[config.mk]
export PLATFORM = sky130hd
export DESIGN_NAME = integer_to_decimal_text
export DESIGN_NICKNAME = d
export VERILOG_FILES = /design/src/rtl/itdt_pkg.sv /design/src/rtl/integer_to_decimal_text.sv /design/src/rtl/itdt_dd_stage.sv /design/src/rtl/itdt_serializer.sv
export SDC_FILE = /design/constraint.sdc
export NUM_CORES = 1
export LEC_CHECK = 0
export BUFFER_PORTS_ARGS = -buffer_cell sky130_fd_sc_hd__buf_2
export CAP_MARGIN = 20
export CORE_MARGIN = 1.5
export CORE_UTILIZATION = 35
export CTS_BUF_LIST = sky130_fd_sc_hd__clkbuf_4 sky130_fd_sc_hd__clkbuf_8
export CTS_CLUSTER_DIAMETER = 150
export DETAILED_ROUTE_END_ITERATION = 12
export HOLD_SLACK_MARGIN = 0.02
export SLEW_MARGIN = 10
export SYNTH_ARGS = -nofsm -noshare
export SYNTH_HDL_FRONTEND = slang
export SYNTH_SLANG_ARGS = --single-unit
[constraint.sdc]
create_clock -name clk -period 5 [get_ports clk]
set_clock_uncertainty 0.15 [all_clocks]
set_input_delay 1.5 -clock clk [delete_from_list [all_inputs] [get_ports clk]]
set_output_delay 1.5 -clock clk [all_outputs]
set_load 0.03 [all_outputs]
[src/rtl/itdt_pkg.sv]
// Types, character codes and the conversion step shared by the decimal text encoder.
package itdt_pkg;

	localparam int BIN_W           = 32;
	localparam int BCD_DIGITS      = 10;
	localparam int BCD_W           = 4 * BCD_DIGITS;
	localparam int STEPS_PER_STAGE = 4;
	localparam int DD_STAGES       = BIN_W / STEPS_PER_STAGE;
	localparam int TEXT_LEN        = 11;
	localparam int CNT_W           = 4;

	localparam logic [7:0] CH_PLUS  = 8'h2B;
	localparam logic [7:0] CH_MINUS = 8'h2D;
	localparam logic [7:0] CH_COMMA = 8'h2C;
	localparam logic [7:0] CH_NL    = 8'h0A;
	localparam logic [7:0] CH_ZERO  = 8'h30;

	typedef enum logic [1:0] {
		FMT_S8  = 2'd0,
		FMT_S16 = 2'd1,
		FMT_U8  = 2'd2,
		FMT_U32 = 2'd3
	} fmt_t;

	typedef struct packed {
		logic [BCD_W-1:0] bcd;
		logic [BIN_W-1:0] bin;
		fmt_t             fmt;
		logic             neg;
		logic             use_comma;
	} dd_item_t;

	// One shift-and-add-three step over the combined decimal and binary word.
	function automatic logic [BCD_W+BIN_W-1:0] dd_step(input logic [BCD_W+BIN_W-1:0] w);
		logic [BCD_W+BIN_W-1:0] r;
		r = w;
		for (int i = 0; i < BCD_DIGITS; i++) begin
			if (r[BIN_W+4*i +: 4] >= 4'd5) begin
				r[BIN_W+4*i +: 4] = r[BIN_W+4*i +: 4] + 4'd3;
			end
		end
		return {r[BCD_W+BIN_W-2:0], 1'b0};
	endfunction

endpackage

[src/rtl/integer_to_decimal_text.sv]
// An item goes through the input register, the conversion stages and the character register.
// Throughput: one character per cycle with m_tready high; items are 4, 5, 7 or 11 characters.
// That figure is set by the output character register, which sends one character per cycle.
// The conversion pipeline accepts a new item every cycle while downstream has room.
// Reset clears every valid bit and the character count; data registers are not reset.
module integer_to_decimal_text (
	input  logic        clk,
	input  logic        arst_n,
	input  logic        s_tvalid,
	output logic        s_tready,
	input  logic [31:0] s_tdata,  // value[31:0]
	input  logic [2:0]  s_tuser,  // cmd[1:0], use_comma[2]
	output logic        m_tvalid,
	input  logic        m_tready,
	output logic [7:0]  m_tdata,  // character[7:0]
	output logic        m_tlast
);
	import itdt_pkg::*;

	logic         valid_s1;
	dd_item_t     item_s1;
	dd_item_t     in_item;
	logic [8:0]   mag8;
	logic [16:0]  mag16;
	logic         ready_s1;

	logic         pv [DD_STAGES+1];
	logic         pr [DD_STAGES+1];
	dd_item_t     pi [DD_STAGES+1];

	always_comb begin
		mag8  = s_tdata[7]  ? 9'(9'h100 - {1'b0, s_tdata[7:0]}) : {1'b0, s_tdata[7:0]};
		mag16 = s_tdata[15] ? 17'(17'h10000 - {1'b0, s_tdata[15:0]})
			: {1'b0, s_tdata[15:0]};
		in_item           = '0;
		in_item.fmt       = fmt_t'(s_tuser[1:0]);
		in_item.use_comma = s_tuser[2];
		unique case (fmt_t'(s_tuser[1:0]))
			FMT_S8: begin
				in_item.neg = s_tdata[7];
				in_item.bin = BIN_W'(mag8);
			end
			FMT_S16: begin
				in_item.neg = s_tdata[15];
				in_item.bin = BIN_W'(mag16);
			end
			FMT_U8: begin
				in_item.bin = BIN_W'(s_tdata[7:0]);
			end
			default: begin
				in_item.bin = s_tdata;
			end
		endcase
	end

	assign ready_s1 = !valid_s1 || pr[0];
	assign s_tready = ready_s1;

	always_ff @(posedge clk or negedge arst_n) begin
		if (!arst_n) begin
			valid_s1 <= 1'b0;
		end else if (ready_s1) begin
			valid_s1 <= s_tvalid;
		end
	end

	always_ff @(posedge clk) begin
		if (ready_s1 && s_tvalid) begin
			item_s1 <= in_item;
		end
	end

	assign pv[0] = valid_s1;
	assign pi[0] = item_s1;

	for (genvar g = 0; g < DD_STAGES; g++) begin : g_dd
		itdt_dd_stage u_stage (
			.clk       (clk),
			.arst_n    (arst_n),
			.in_valid  (pv[g]),
			.in_ready  (pr[g]),
			.in_item   (pi[g]),
			.out_valid (pv[g+1]),
			.out_ready (pr[g+1]),
			.out_item  (pi[g+1])
		);
	end

	itdt_serializer u_ser (
		.clk       (clk),
		.arst_n    (arst_n),
		.in_valid  (pv[DD_STAGES]),
		.in_ready  (pr[DD_STAGES]),
		.in_item   (pi[DD_STAGES]),
		.out_valid (m_tvalid),
		.out_ready (m_tready),
		.out_char  (m_tdata),
		.out_last  (m_tlast)
	);

endmodule

[src/rtl/itdt_dd_stage.sv]
// One pipeline stage of the binary to decimal conversion, STEPS_PER_STAGE shift-add steps deep.
module itdt_dd_stage (
	input  logic               clk,
	input  logic               arst_n,
	input  logic               in_valid,
	output logic               in_ready,
	input  itdt_pkg::dd_item_t in_item,
	output logic               out_valid,
	input  logic               out_ready,
	output itdt_pkg::dd_item_t out_item
);
	import itdt_pkg::*;

	logic                   valid_q;
	dd_item_t               item_q;
	dd_item_t               next_item;
	logic [BCD_W+BIN_W-1:0] word;

	always_comb begin
		word = {in_item.bcd, in_item.bin};
		for (int s = 0; s < STEPS_PER_STAGE; s++) begin
			word = dd_step(word);
		end
		next_item           = in_item;
		next_item.bcd       = word[BCD_W+BIN_W-1:BIN_W];
		next_item.bin       = word[BIN_W-1:0];
	end

	assign in_ready  = !valid_q || out_ready;
	assign out_valid = valid_q;
	assign out_item  = item_q;

	always_ff @(posedge clk or negedge arst_n) begin
		if (!arst_n) begin
			valid_q <= 1'b0;
		end else if (in_ready) begin
			valid_q <= in_valid;
		end
	end

	always_ff @(posedge clk) begin
		if (in_ready && in_valid) begin
			item_q <= next_item;
		end
	end

endmodule

[src/rtl/itdt_serializer.sv]
// Formats a converted value into its character run and sends it one character per transaction.
module itdt_serializer (
	input  logic               clk,
	input  logic               arst_n,
	input  logic               in_valid,
	output logic               in_ready,
	input  itdt_pkg::dd_item_t in_item,
	output logic               out_valid,
	input  logic               out_ready,
	output logic [7:0]         out_char,
	output logic               out_last
);
	import itdt_pkg::*;

	logic [CNT_W-1:0] cnt_q;
	logic [7:0]       chars_q [TEXT_LEN];
	logic [7:0]       text    [TEXT_LEN];
	logic [CNT_W-1:0] text_len;
	logic [7:0]       sign_ch;
	logic [7:0]       sep_ch;
	logic             load;
	logic             take;

	always_comb begin
		sign_ch = in_item.neg ? CH_MINUS : CH_PLUS;
		sep_ch  = in_item.use_comma ? CH_COMMA : CH_NL;
		for (int k = 0; k < TEXT_LEN; k++) begin
			text[k] = 8'h00;
		end
		unique case (in_item.fmt)
			FMT_S8: begin
				text[0] = sign_ch;
				for (int k = 0; k < 3; k++) begin
					text[1+k] = CH_ZERO | {4'h0, in_item.bcd[4*(2-k) +: 4]};
				end
				text[4]  = sep_ch;
				text_len = CNT_W'(5);
			end
			FMT_S16: begin
				text[0] = sign_ch;
				for (int k = 0; k < 5; k++) begin
					text[1+k] = CH_ZERO | {4'h0, in_item.bcd[4*(4-k) +: 4]};
				end
				text[6]  = sep_ch;
				text_len = CNT_W'(7);
			end
			FMT_U8: begin
				for (int k = 0; k < 3; k++) begin
					text[k] = CH_ZERO | {4'h0, in_item.bcd[4*(2-k) +: 4]};
				end
				text[3]  = sep_ch;
				text_len = CNT_W'(4);
			end
			default: begin
				for (int k = 0; k < BCD_DIGITS; k++) begin
					text[k] = CH_ZERO | {4'h0, in_item.bcd[4*(BCD_DIGITS-1-k) +: 4]};
				end
				text[BCD_DIGITS] = sep_ch;
				text_len         = CNT_W'(TEXT_LEN);
			end
		endcase
	end

	assign out_valid = (cnt_q != '0);
	assign out_char  = chars_q[0];
	assign out_last  = (cnt_q == CNT_W'(1));
	assign take      = out_valid && out_ready;
	assign in_ready  = !out_valid || (take && out_last);
	assign load      = in_ready && in_valid;

	always_ff @(posedge clk or negedge arst_n) begin
		if (!arst_n) begin
			cnt_q <= '0;
		end else if (load) begin
			cnt_q <= text_len;
		end else if (take) begin
			cnt_q <= cnt_q - CNT_W'(1);
		end
	end

	always_ff @(posedge clk) begin
		if (load) begin
			chars_q <= text;
		end else if (take) begin
			for (int k = 0; k < TEXT_LEN - 1; k++) begin
				chars_q[k] <= chars_q[k+1];
			end
		end
	end

endmodule

Word level (Yosys, flattened, before mapping):

Cells that the tools add are included.
Widths: inputs -> output; s select.

* $add $sub $neg: 268
* $lt $le $gt $ge: 265
* eq/ne operators: 5
* multiplexer cells: 280
* reductions and logical operators: 38

Operators with widths (number)
* $ge 4x3->1 const B: 255
* $mux 4: 243
* $add 4x2->4 const B: 234
* $pmux 32 s3: 2
* $mux 80: 2
* $mux 3: 23
* $add 3x2->3 const B: 21
* $mux 30: 1
* $pmux 14 s2: 1
* $add 1x2->3 const B: 8
* $ge 1x3->1 const B: 8
* $pmux 8 s3: 1
* $mux 17: 1
* $sub 17x16->17 const A: 1
* $logic_and 1x1->1: 12
* $pmux 4 s3: 1
* $logic_not 1->1: 10
* $logic_or 1x1->1: 10
* $mux 9: 1
* $sub 9x8->9 const A: 1
* $add 1x2->3 const AB: 2
* $ge 1x3->1 const AB: 2
* $mux 6: 1
* $eq 2x1->1 const B: 2
* 10 further kinds: 13

* register bits after elaboration: 561
* bits of input ports: 39
* output and inout bits: 11
* word-level logic and storage cells: 922

Logic depth before layout (Yosys ltp):

Gate-level depths: netlist of run 1.

* depth after elaboration: 14
* mapped depth: 21
* depth with buffers taken out: 21

Modules after synthesis:

A second synthesis of run 1 with hierarchy kept.

* cell total of the unflattened synthesis: 7390
* area, all modules: 64047.7 um^2

Modules (own cells, without submodules)
* itdt_dd_stage: times used 8, cells each 865, area an instance 7353.3 um^2, seq. area each 2187.1 um^2
* itdt_serializer: times used 1, cells each 334, area an instance 3485.8 um^2, seq. area each 1991.9 um^2
* integer_to_decimal_text: times used 1, cells each 136, area an instance 1735.4 um^2, seq. area each 1106.1 um^2

Worst setup path before layout of run 1:

Ideal clock, no wire load.

* path type: input port to flip-flop
* start point: input m_tready
* end point: register g_dd[1].u_stage.item_q, in the netlist g_dd[1].u_stage.out_item[0], enable pin
* library setup time: 0.438 ns
* arrival time: 3.989 ns
* data required time: 4.412 ns
* path slack: 0.423 ns
* stages: 8
* buffers on the path: 0
* path through: a21oi_1 > nor3_1 > nand2b_1 > nor2_1 > nand3_1 > nor2_1 > and2_1 > nor2b_1

* cells in the longest elaborated chain, start to end: 11

RTL lines
* from (decl): RTL line integer_to_decimal_text.sv:14 `input logic m_tready,`
* $logic_and 1x1->1: RTL line itdt_serializer.sv:67 `assign take = out_valid && out_ready;`
* $logic_and 1x1->1: RTL line itdt_serializer.sv:68 `assign in_ready = !out_valid || (take && out_last);`
* $logic_or 1x1->1: RTL line itdt_serializer.sv:68
* $logic_or 1x1->1 (7 in series): RTL line itdt_dd_stage.sv:29 `assign in_ready = !valid_q || out_ready;`
* $logic_and 1x1->1: RTL line itdt_dd_stage.sv:42 `if (in_ready && in_valid) begin`
* to (signal assigned): RTL line itdt_dd_stage.sv:43 `item_q <= next_item;`
* to (decl): RTL line itdt_dd_stage.sv:15 `dd_item_t item_q;`

Every way passes these cells.
A chain may end at the register's enable or synchronous reset.

Worst setup path after layout of run 1:

* start point: input m_tready
* end point: output s_tready

* cells in the longest elaborated chain, start to end: 12

RTL lines
* $logic_and 1x1->1: RTL line itdt_serializer.sv:67
* $logic_and 1x1->1: RTL line itdt_serializer.sv:68
* $logic_or 1x1->1: RTL line itdt_serializer.sv:68
* $logic_or 1x1->1 (8 in series): RTL line itdt_dd_stage.sv:29
* $logic_or 1x1->1: RTL line integer_to_decimal_text.sv:56 `assign ready_s1 = !valid_s1 || pr[0];`
* to (decl): RTL line integer_to_decimal_text.sv:10 `output logic s_tready,`

Every way passes these cells.

==> flow_summary.toml, run 1 <==
[die]
die_y_um = 303
dieArea_um2 = 91800
core_um2 = 88800
io_pins = 50
start_util_pct = 35.5
chipWidth_um = 303
rows = 109

[drt]
dr.pass1.iters = 7
drc_errors = 0
totalWireLength_um = 56600
drtIter0Drc = 1345
post_drt_wl_per_cell_um = 12.5
via_count = 23500
vias_per_cell = 5.19
ant_nets = 0

[placed_design]
finalWeightedCongestion = 0.800
place_inst = 4397
portBuffers = 47
hpwl_um = 40500

[sta]
timing.slew.headroom_pct = 29.7
fin_crit_ps = 4910
max_freq_ghz = 0.204
min_period_over_period_pct = 98.2
rsz0062_at_grt = "false"
worstMarginPinSlew_ps = 1050
final_max_slew_viol_count = 0
setup_violations = 0
hold_viol_final = 0

[hold_path]
min_from = "item_s1[17]"
min_to = "g_dd[0].u_stage.out_item[21]"
hp-class = "reg2reg"
holdPathStages = 0

[clocking]
path_clk_slew_ps = 60
clock_sinks = 441
postCtsHoldBufs = 0
cts_root_buffer = "clkbuf_8"
cts_setup_buffers = 0
insertion_delay_ps = 670
ctsLongestPathBuffers = 3
cts_max_level = 3
cts_tree = "built"
numCtsBuffers = 77

[finish]
stdcell_count = 4530
num_antenna_cells = 0
synthToLayoutAreaGrowth_pct = 9.79
nets = 3503
drive_above_1_share_pct = 13.4

[run_status]
status = "finished clean"

[synthesis]
syn_inst = 3248
yosysWarnings = 0
synth_edf_count = 428
async_flop_share_pct = 2.95
synth.cell_area_um2 = 31500
seq_area_frac_synth_pct = 41.8
ys_types = 111
syn-mean-instance-area_um2 = 9.70
ys.flop_type = "edfxtp_1"
ys_ff_latch = 441

[worst_setup_path]
crit_fanout = 4
cp-end-kind = "output pin"
reg2reg_from = "g_dd[4].u_stage.out_item[36]"
critPathKind = "in2out"
ff2ff_path_depth = 13
cp.required_ps = 3350
start_kind = "input pin"
arrival_ps = 3260
crit-reg2reg-capture = "g_dd[5].u_stage.out_item[41]"
r2r_slack_ps = 960

[run]
drv_cap = 0

[grt]
grt_pass1_wl_um = 96500
antenna_found_initial = 0
gr-usage-all-layers_pct = 12.1
first_global_vias = 21375
overflow = 0
grt_max_degree = 51
==> registers in the layout (all words and copies together) (netlist names) <==
signal / cells
g_dd.u_stage.out_item: 329
g_dd.u_stage.out_valid: 8
item_s1: 36
u_ser.chars_q: 57
u_ser.cnt_q: 4
u_ser.out_char: 6
valid_s1: 1
==> worst max path at each step <==
stage / from / depth (start not counted) / endpoint
2_1_floorplan: m_tready / 8 / g_dd[1].u_stage.out_item[0]
3_3_place_gp: m_tready / 10 / s_tready
3_5_place_dp: m_tready / 10 / s_tready
4_1_cts: m_tready / 10 / s_tready
5_1_grt: m_tready / 10 / s_tready
6_report: m_tready / 10 / s_tready
==> through the flow <==
step | worst slack [ps] | cell area (µm²) | hold WS (ps) | TNS, ps | util [%]
5_1_grt | 25.6 | 34600 | 258 | 0 | 39.0
2_1_floorplan | 423 | 31500 | 250 | 0 | -
4_1_cts | 21.1 | 34600 | 258 | 0 | 39.0
6_report | 89.8 | 34600 | 259 | 0 | 39.0
3_5_place_dp | -42.4 | 33000 | 255 | -42.4 | 37.2
3_3_place_gp | -111 | 33000 | 250 | -111 | 37.2
==> final cells by class <==
class	count	area, µm²
inverters	210	788
clock inverters	35	307
multi-input cells	2508	17200
fillers	8709	54200
flip-flops and latches	441	13200
repair buffers	73	430
well taps	1165	1460
clock buffers	98	1220
==> worst max-delay path: stages <==
cell and delay (ps):
buf_2 110, a21oi_1 150, nor3_1 90, nand2b_1 330, nor2_4 240, nand3_1 160, nor2_2 200, and2_1 180
nand3_1 100, buf_2 190
==> cells in the mapped netlist, types with 54 or more instances <==
cell type,n,area (µm²)
o21ai_1,92,460
nand3_1,63,315
nand2b_1,75,469
a21oi_1,271,1360
mux2i_1,79,791
nor2_1,216,811
o21ai_0,217,1090
clkbuf_1,74,278
a31oi_1,75,469
mux2_2,63,709
ha_1,153,1910
nand2_1,279,1050
edfxtp_1,428,12900
inv_1,187,702
nor3_1,54,270
xnor2_1,109,955
==> cells in the final DEF (no fill, tap or decap), types with 26 or more instances in the layout <==
cell type  netlist  layout
nand2b_1        75      75
o21a_1          31      31
a21oi_1        271     271
ha_1           153     153
mux2_2          63      63
nor2_1         216     214
o21ai_0        217     217
xor2_1          33      33
nor2b_1         34      32
a21oi_2         44      44
and2_1          36      29
nand2_1        279     278
edfxtp_1       428     428
a211oi_1        45      45
nand3_1         63      63
a21o_1          46      46
buf_4            8      26
o21ai_1         92      92
a31oi_1         75      75
xnor2_1        109     109
inv_1          187     186
buf_2            4      47
nor3_1          54      54
and3_1          26      26
nor3b_1         52      52
mux2i_1         79      79
clkbuf_8         0      78
o22ai_1         33      33
==> logic make-up after synthesis <==
logic type               after synthesis  synth area share [%]
AO/OA/AOI/OAI                       1115                  23.1
AND/OR/NAND/NOR                      903                  14.0
flip-flops                           441                  41.8
buffers and inverters                300                  3.69
multiplexers                         167                  6.15
XOR/XNOR                             164                  5.08
adder cells (fa/ha/maj)              157                  6.21
other                                  1                0.0119
==> repair_timing <==
item | CTS | global route
gates resized for setup | 1 | 2
endpoints found under the setup margin | 1 | 1
gates cloned | 0 | 0
==> routing by layer <==
layer / vias up / GRT usage (%) / wire, µm / share of wire, %
li1: 12296 / - / - / -
met1: 10761 / 16.0 / 27400 / 48
met2: 341 / 20.1 / 25700 / 45
met3: 102 / 2.15 / 2200 / 3.9
met4: 0 / 3.72 / 1330 / 2.4
met5: - / 0 / 0 / 0
Power of run 1 is left out: the tool's default activity adds up to more than one toggle a clock period on the data nets, which glitch-free logic cannot reach.
==> run 2, diff against run 1 <==
--- a/config.mk
+++ b/config.mk
@@ -9,7 +9,6 @@
 export CAP_MARGIN = 20
 export CORE_MARGIN = 1.5
 export CORE_UTILIZATION = 35
-export CTS_BUF_LIST = sky130_fd_sc_hd__clkbuf_4 sky130_fd_sc_hd__clkbuf_8
 export CTS_CLUSTER_DIAMETER = 150
 export DETAILED_ROUTE_END_ITERATION = 12
 export HOLD_SLACK_MARGIN = 0.02
==> constraint.sdc (replaced) <==
create_clock -name clk -period 4.7 [get_ports clk]
set_clock_uncertainty 0.15 [all_clocks]
set_input_delay 1.41 -clock clk [delete_from_list [all_inputs] [get_ports clk]]
set_output_delay 1.41 -clock clk [all_outputs]
set_load 0.03 [all_outputs]
==> run 2 against run 1 <==
Routed wire length grew 0.64%; via count grew 0.12%; critical path type unchanged; register-to-register slack worse by 290 ps; worst hold slack better by 0.65 ps; non-clock buffer count is 10 higher; critical path depth stayed put; sequential share of layout area down 0.35 points; final cell count decreased by 0.64%; die area did not move.
==> flow_summary.toml, run 2 (synthesis gave the netlist of run 1 again) <==
[worst_setup_path]
ff2ff_path_depth = 18
crit_chain = "buf_2 -> a21oi_1 -> nor3_1 -> nand2b_2 -> nor2_4 -> nand3_1 -> nor2_1 -> and2_1 -> nand3_1 -> buf_2"
arrival_ps = 2940
cp-end-kind = "output pin"
cp.required_ps = 3140
crit_path_end = "s_tready"
r2r_slack_ps = 670
crit_slowest_cell = "nand2b_2"
slowest_delay_ps = 280
crit_fanout = 4
crit_buf_inv = 2
reg2reg_from = "g_dd[2].u_stage.out_item[48]"
critPathKind = "in2out"
crit-reg2reg-capture = "g_dd[3].u_stage.out_item[56]"
crit_cells = 10
critPathTopFamily = "simple AND/OR/NAND/NOR gates"
critPathLaunch = "m_tready"
start_kind = "input pin"

[hold_path]
hp-class = "reg2reg"
min_from = "g_dd[3].u_stage.out_item[1]"

[sta]
hold_viol_final = 0
setup_violations = 0
worstMarginPinSlew_ps = 936
max_freq_ghz = 0.222
min_period_over_period_pct = 95.7
rsz0062_at_grt = "false"
fin_crit_ps = 4500
final_max_slew_viol_count = 0
timing.slew.headroom_pct = 37.1

[placed_design]
dpl_cell_area_um2 = 33100
portBuffers = 47
hpwl_um = 40900
finalWeightedCongestion = 0.788
place_inst = 4406

[clocking]
cts_tree = "built"
postCtsHoldBufs = 0
insertion_delay_ps = 600
ctsLongestPathBuffers = 3
numCtsBuffers = 50
cts_root_buffer = "clkbuf_16"
clock_sinks = 441
post_cts_resized = 0
path_clk_slew_ps = 70
cts_max_level = 2
cts_setup_buffers = 0

[finish]
drive_above_1_share_pct = 12.7
num_antenna_cells = 0
stdcell_count = 4501
layout_commonest_cell = "edfxtp_1"
design_area_um2 = 34900
final_cell_mix = "edfxtp_1, nand2_1, a21oi_1, o21ai_0, nor2_1"
largest_reg_flops = 329
synthToLayoutAreaGrowth_pct = 10.8
nets = 3486

[die]
io_pins = 50
chipWidth_um = 303
start_util_pct = 35.5
core_um2 = 88800
dieArea_um2 = 91800
rows = 109
die_y_um = 303

[run_status]
status = "finished clean"

[grt]
antenna_found_initial = 0
first_global_vias = 21155
gr-usage-all-layers_pct = 12.3
overflow = 0
grt_pass1_wl_um = 98200
grt_max_degree = 52

[drt]
totalWireLength_um = 57000
drc_errors = 0
ant_nets = 0
post_drt_wl_per_cell_um = 12.7
dr.pass1.iters = 5
drtIter0Drc = 1393
vias_per_cell = 5.23
via_count = 23529

[run]
drv_cap = 0
[run 2: changes by cell type in the layout (fill, tap and decap cells not counted), moves of 4 or more]
cell and delta:
clkbuf_8 -76, clkbuf_16 +52, clkbuf_4 -20, clkinv_1 -13
clkbuf_1 +11, buf_4 +9, bufinv_16 +4
[run 2: worst min-delay path by stage]
stage                     cells past startpoint                           end
after floorplan                               0   g_dd[0].u_stage.out_item[0]
after global placement                        0   g_dd[1].u_stage.out_item[2]
after detailed placement                      0  g_dd[0].u_stage.out_item[10]
after CTS                                     0  g_dd[1].u_stage.out_item[25]
after global routing                          0  g_dd[1].u_stage.out_item[25]
final                                         0   g_dd[4].u_stage.out_item[1]
[run 2: per-stage QoR]
| step | worst slack (ps) | TNS (ps) | hold WS, ps | util (%) |
|---|---|---|---|---|
| global route | 12.5 | 0 | 254 | 39.3 |
| detailed placement | 50.7 | 0 | 255 | 37.3 |
| CTS | 26.1 | 0 | 245 | 39.3 |
| finish | 200 | 0 | 260 | 39.3 |
| floorplan | 213 | 0 | 250 | - |
| global placement | -20.6 | -20.6 | 251 | 37.3 |
[run 2: final cells by class]
type / instances / area, µm²
Fill cell: 8621 / 53900
Multi-Input combinational cell: 2508 / 17200
Sequential cell: 441 / 13200
Tap cell: 1165 / 1460
Clock buffer: 65 / 1370
Inverter: 210 / 788
Timing Repair Buffer: 83 / 518
Clock inverter: 29 / 394
[run 2: layer usage]
layer	global-route usage (%)	wire [µm]
met5	0	0
met4	2.78	908
met3	2.17	2220
met2	20.5	26100
met1	16.6	27800
[run 2: worst register-to-register path, stage by stage (launching register included)]
cell,delay (ps)
edfxtp_1,430
inv_1,80
ha_1,140
inv_1,40
ha_1,210
a21oi_1,210
xnor2_1,230
inv_1,130
ha_1,270
o211a_1,240
or3_1,510
nand2_1,160
xnor2_2,150
inv_2,70
ha_1,180
inv_1,50
ha_1,170
nor2_1,70
a2111oi_2,340
Power of run 2 is left out for the same reason.
==> run 3, diff against run 2 <==
--- a/config.mk
+++ b/config.mk
@@ -12,6 +12,7 @@
 export CTS_CLUSTER_DIAMETER = 150
 export DETAILED_ROUTE_END_ITERATION = 12
 export HOLD_SLACK_MARGIN = 0.02
+export PLACE_DENSITY = 0.54
 export SLEW_MARGIN = 10
 export SYNTH_ARGS = -nofsm -noshare
 export SYNTH_HDL_FRONTEND = slang
==> run 3 against run 2 <==
Register-to-register slack worse by 60 ps; via count fell by 0.67%; non-clock buffer count fell by 3; sequential cell count unchanged; maximum frequency fell by 0.27%; sequential share of layout area barely moved; routed wire length grew 0.93%; core utilization hardly changed; global-route usage increased by 0.096 points; critical path type unchanged.
==> flow_summary.toml, run 3 (synthesis gave the netlist of run 1 again) <==
[grt]
gr-usage-all-layers_pct = 12.4
first_global_vias = 21222
grt_max_degree = 48
antenna_found_initial = 0
overflow = 0
grt_pass1_wl_um = 99100

[sta]
fin_crit_ps = 4510
final_max_slew_viol_count = 0
timing.slew.headroom_pct = 39.9
worst_slack_ps = 188
hold_viol_final = 0
max_freq_ghz = 0.222
setup_violations = 0
rsz0062_at_grt = "false"
worstMarginPinSlew_ps = 895
min_period_over_period_pct = 96.0
holdWs_ps = 264

[hold_path]
hp-class = "reg2reg"

[finish]
synthToLayoutAreaGrowth_pct = 10.8
layout_commonest_cell = "edfxtp_1"
drive_above_1_share_pct = 12.7
stdcell_count = 4499
final_cell_mix = "edfxtp_1, nand2_1, a21oi_1, o21ai_0, nor2_1"
nets = 3485
num_antenna_cells = 0
largest_reg_flops = 329

[die]
chipWidth_um = 303
rows = 109
core_um2 = 88800
dieArea_um2 = 91800
io_pins = 50
start_util_pct = 35.5
die_y_um = 303

[worst_setup_path]
arrival_ps = 2950
cp.required_ps = 3140
start_kind = "input pin"
cp-end-kind = "output pin"
crit_fanout = 4
critPathKind = "in2out"

[placed_design]
hpwl_um = 40900
portBuffers = 47
finalWeightedCongestion = 0.779
place_inst = 4404
post-place-ws_ps = -158

[clocking]
cts_tree = "built"
insertion_delay_ps = 610
cts_root_buffer = "clkbuf_16"
numCtsBuffers = 52
path_clk_slew_ps = 60
cts_setup_buffers = 0
ctsLongestPathBuffers = 3
clock_sinks = 441
cts_max_level = 2
postCtsHoldBufs = 0

[drt]
vias_per_cell = 5.19
totalWireLength_um = 57500
via_count = 23371
drc_errors = 0
post_drt_wl_per_cell_um = 12.8
dr.pass1.iters = 6
drtIter0Drc = 1255
ant_nets = 0

[run]
drv_cap = 0

[run_status]
status = "finished clean"
run 3: cell count changes in the layout (fill, tap and decap cells not counted), moves of 2 or more:
cell	change
clkinv_1	+7
clkbuf_1	-6
buf_4	-2
clkbuf_8	-2
clkinvlp_4	-2
run 3: stage by stage:
step	setup TNS [ps]	utilization, %	instance area [µm²]
after floorplan	0	-	31500
after global placement	-211	37.3	33100
after detailed placement	-158	37.3	33100
after CTS	0	39.3	34900
after global routing	0	39.3	34900
final	0	39.3	34900
run 3: worst max-delay path, cell delays in order:
cell and delay [ps]:
buf_2 90, a21oi_1 60, nor3_1 310, nand2b_4 280, nor2_4 70, nand3_1 180, nor2_4 60, and2_1 170
nand3_1 100, buf_2 210
run 3: path summary, 6_finish.rpt:
kind	startpoint	cells after the start	slack, ps	endpoint
setup / recovery	m_tready	10	190	s_tready
hold / removal	g_dd[4].u_stage.out_item[31]	0	260	g_dd[5].u_stage.out_item[35]
setup reg to reg	g_dd[2].u_stage.out_item[48]	18	610	g_dd[3].u_stage.out_item[56]
hold reg to reg	g_dd[4].u_stage.out_item[31]	0	260	g_dd[5].u_stage.out_item[35]
max in group asynchronous	arst_n	1	3500	g_dd[6].u_stage.out_valid
min in group asynchronous	arst_n	1	580	u_ser.cnt_q[2]
run 3: area by class of cell:
cell class / instances / area (µm²)
Fill cell: 8665 / 53900
Multi-Input combinational cell: 2508 / 17200
Sequential cell: 441 / 13200
Tap cell: 1165 / 1460
Clock buffer: 57 / 1320
Inverter: 210 / 788
Timing Repair Buffer: 80 / 483
Clock inverter: 38 / 477
run 3: per-layer routing:
metal	global-route usage (%)	wire length, µm	up-vias
li1	-	-	12289
met1	17.1	28600	10663
met2	20.4	25700	357
met3	1.94	2230	62
met4	3.00	946	0
met5	0	0	-
run 3: repair_timing:
action	4_1_cts	5_1_grt
gates resized for setup	3	3
pin swaps	0	0
setup endpoints to repair	1	1
Power of run 3 is left out for the same reason.
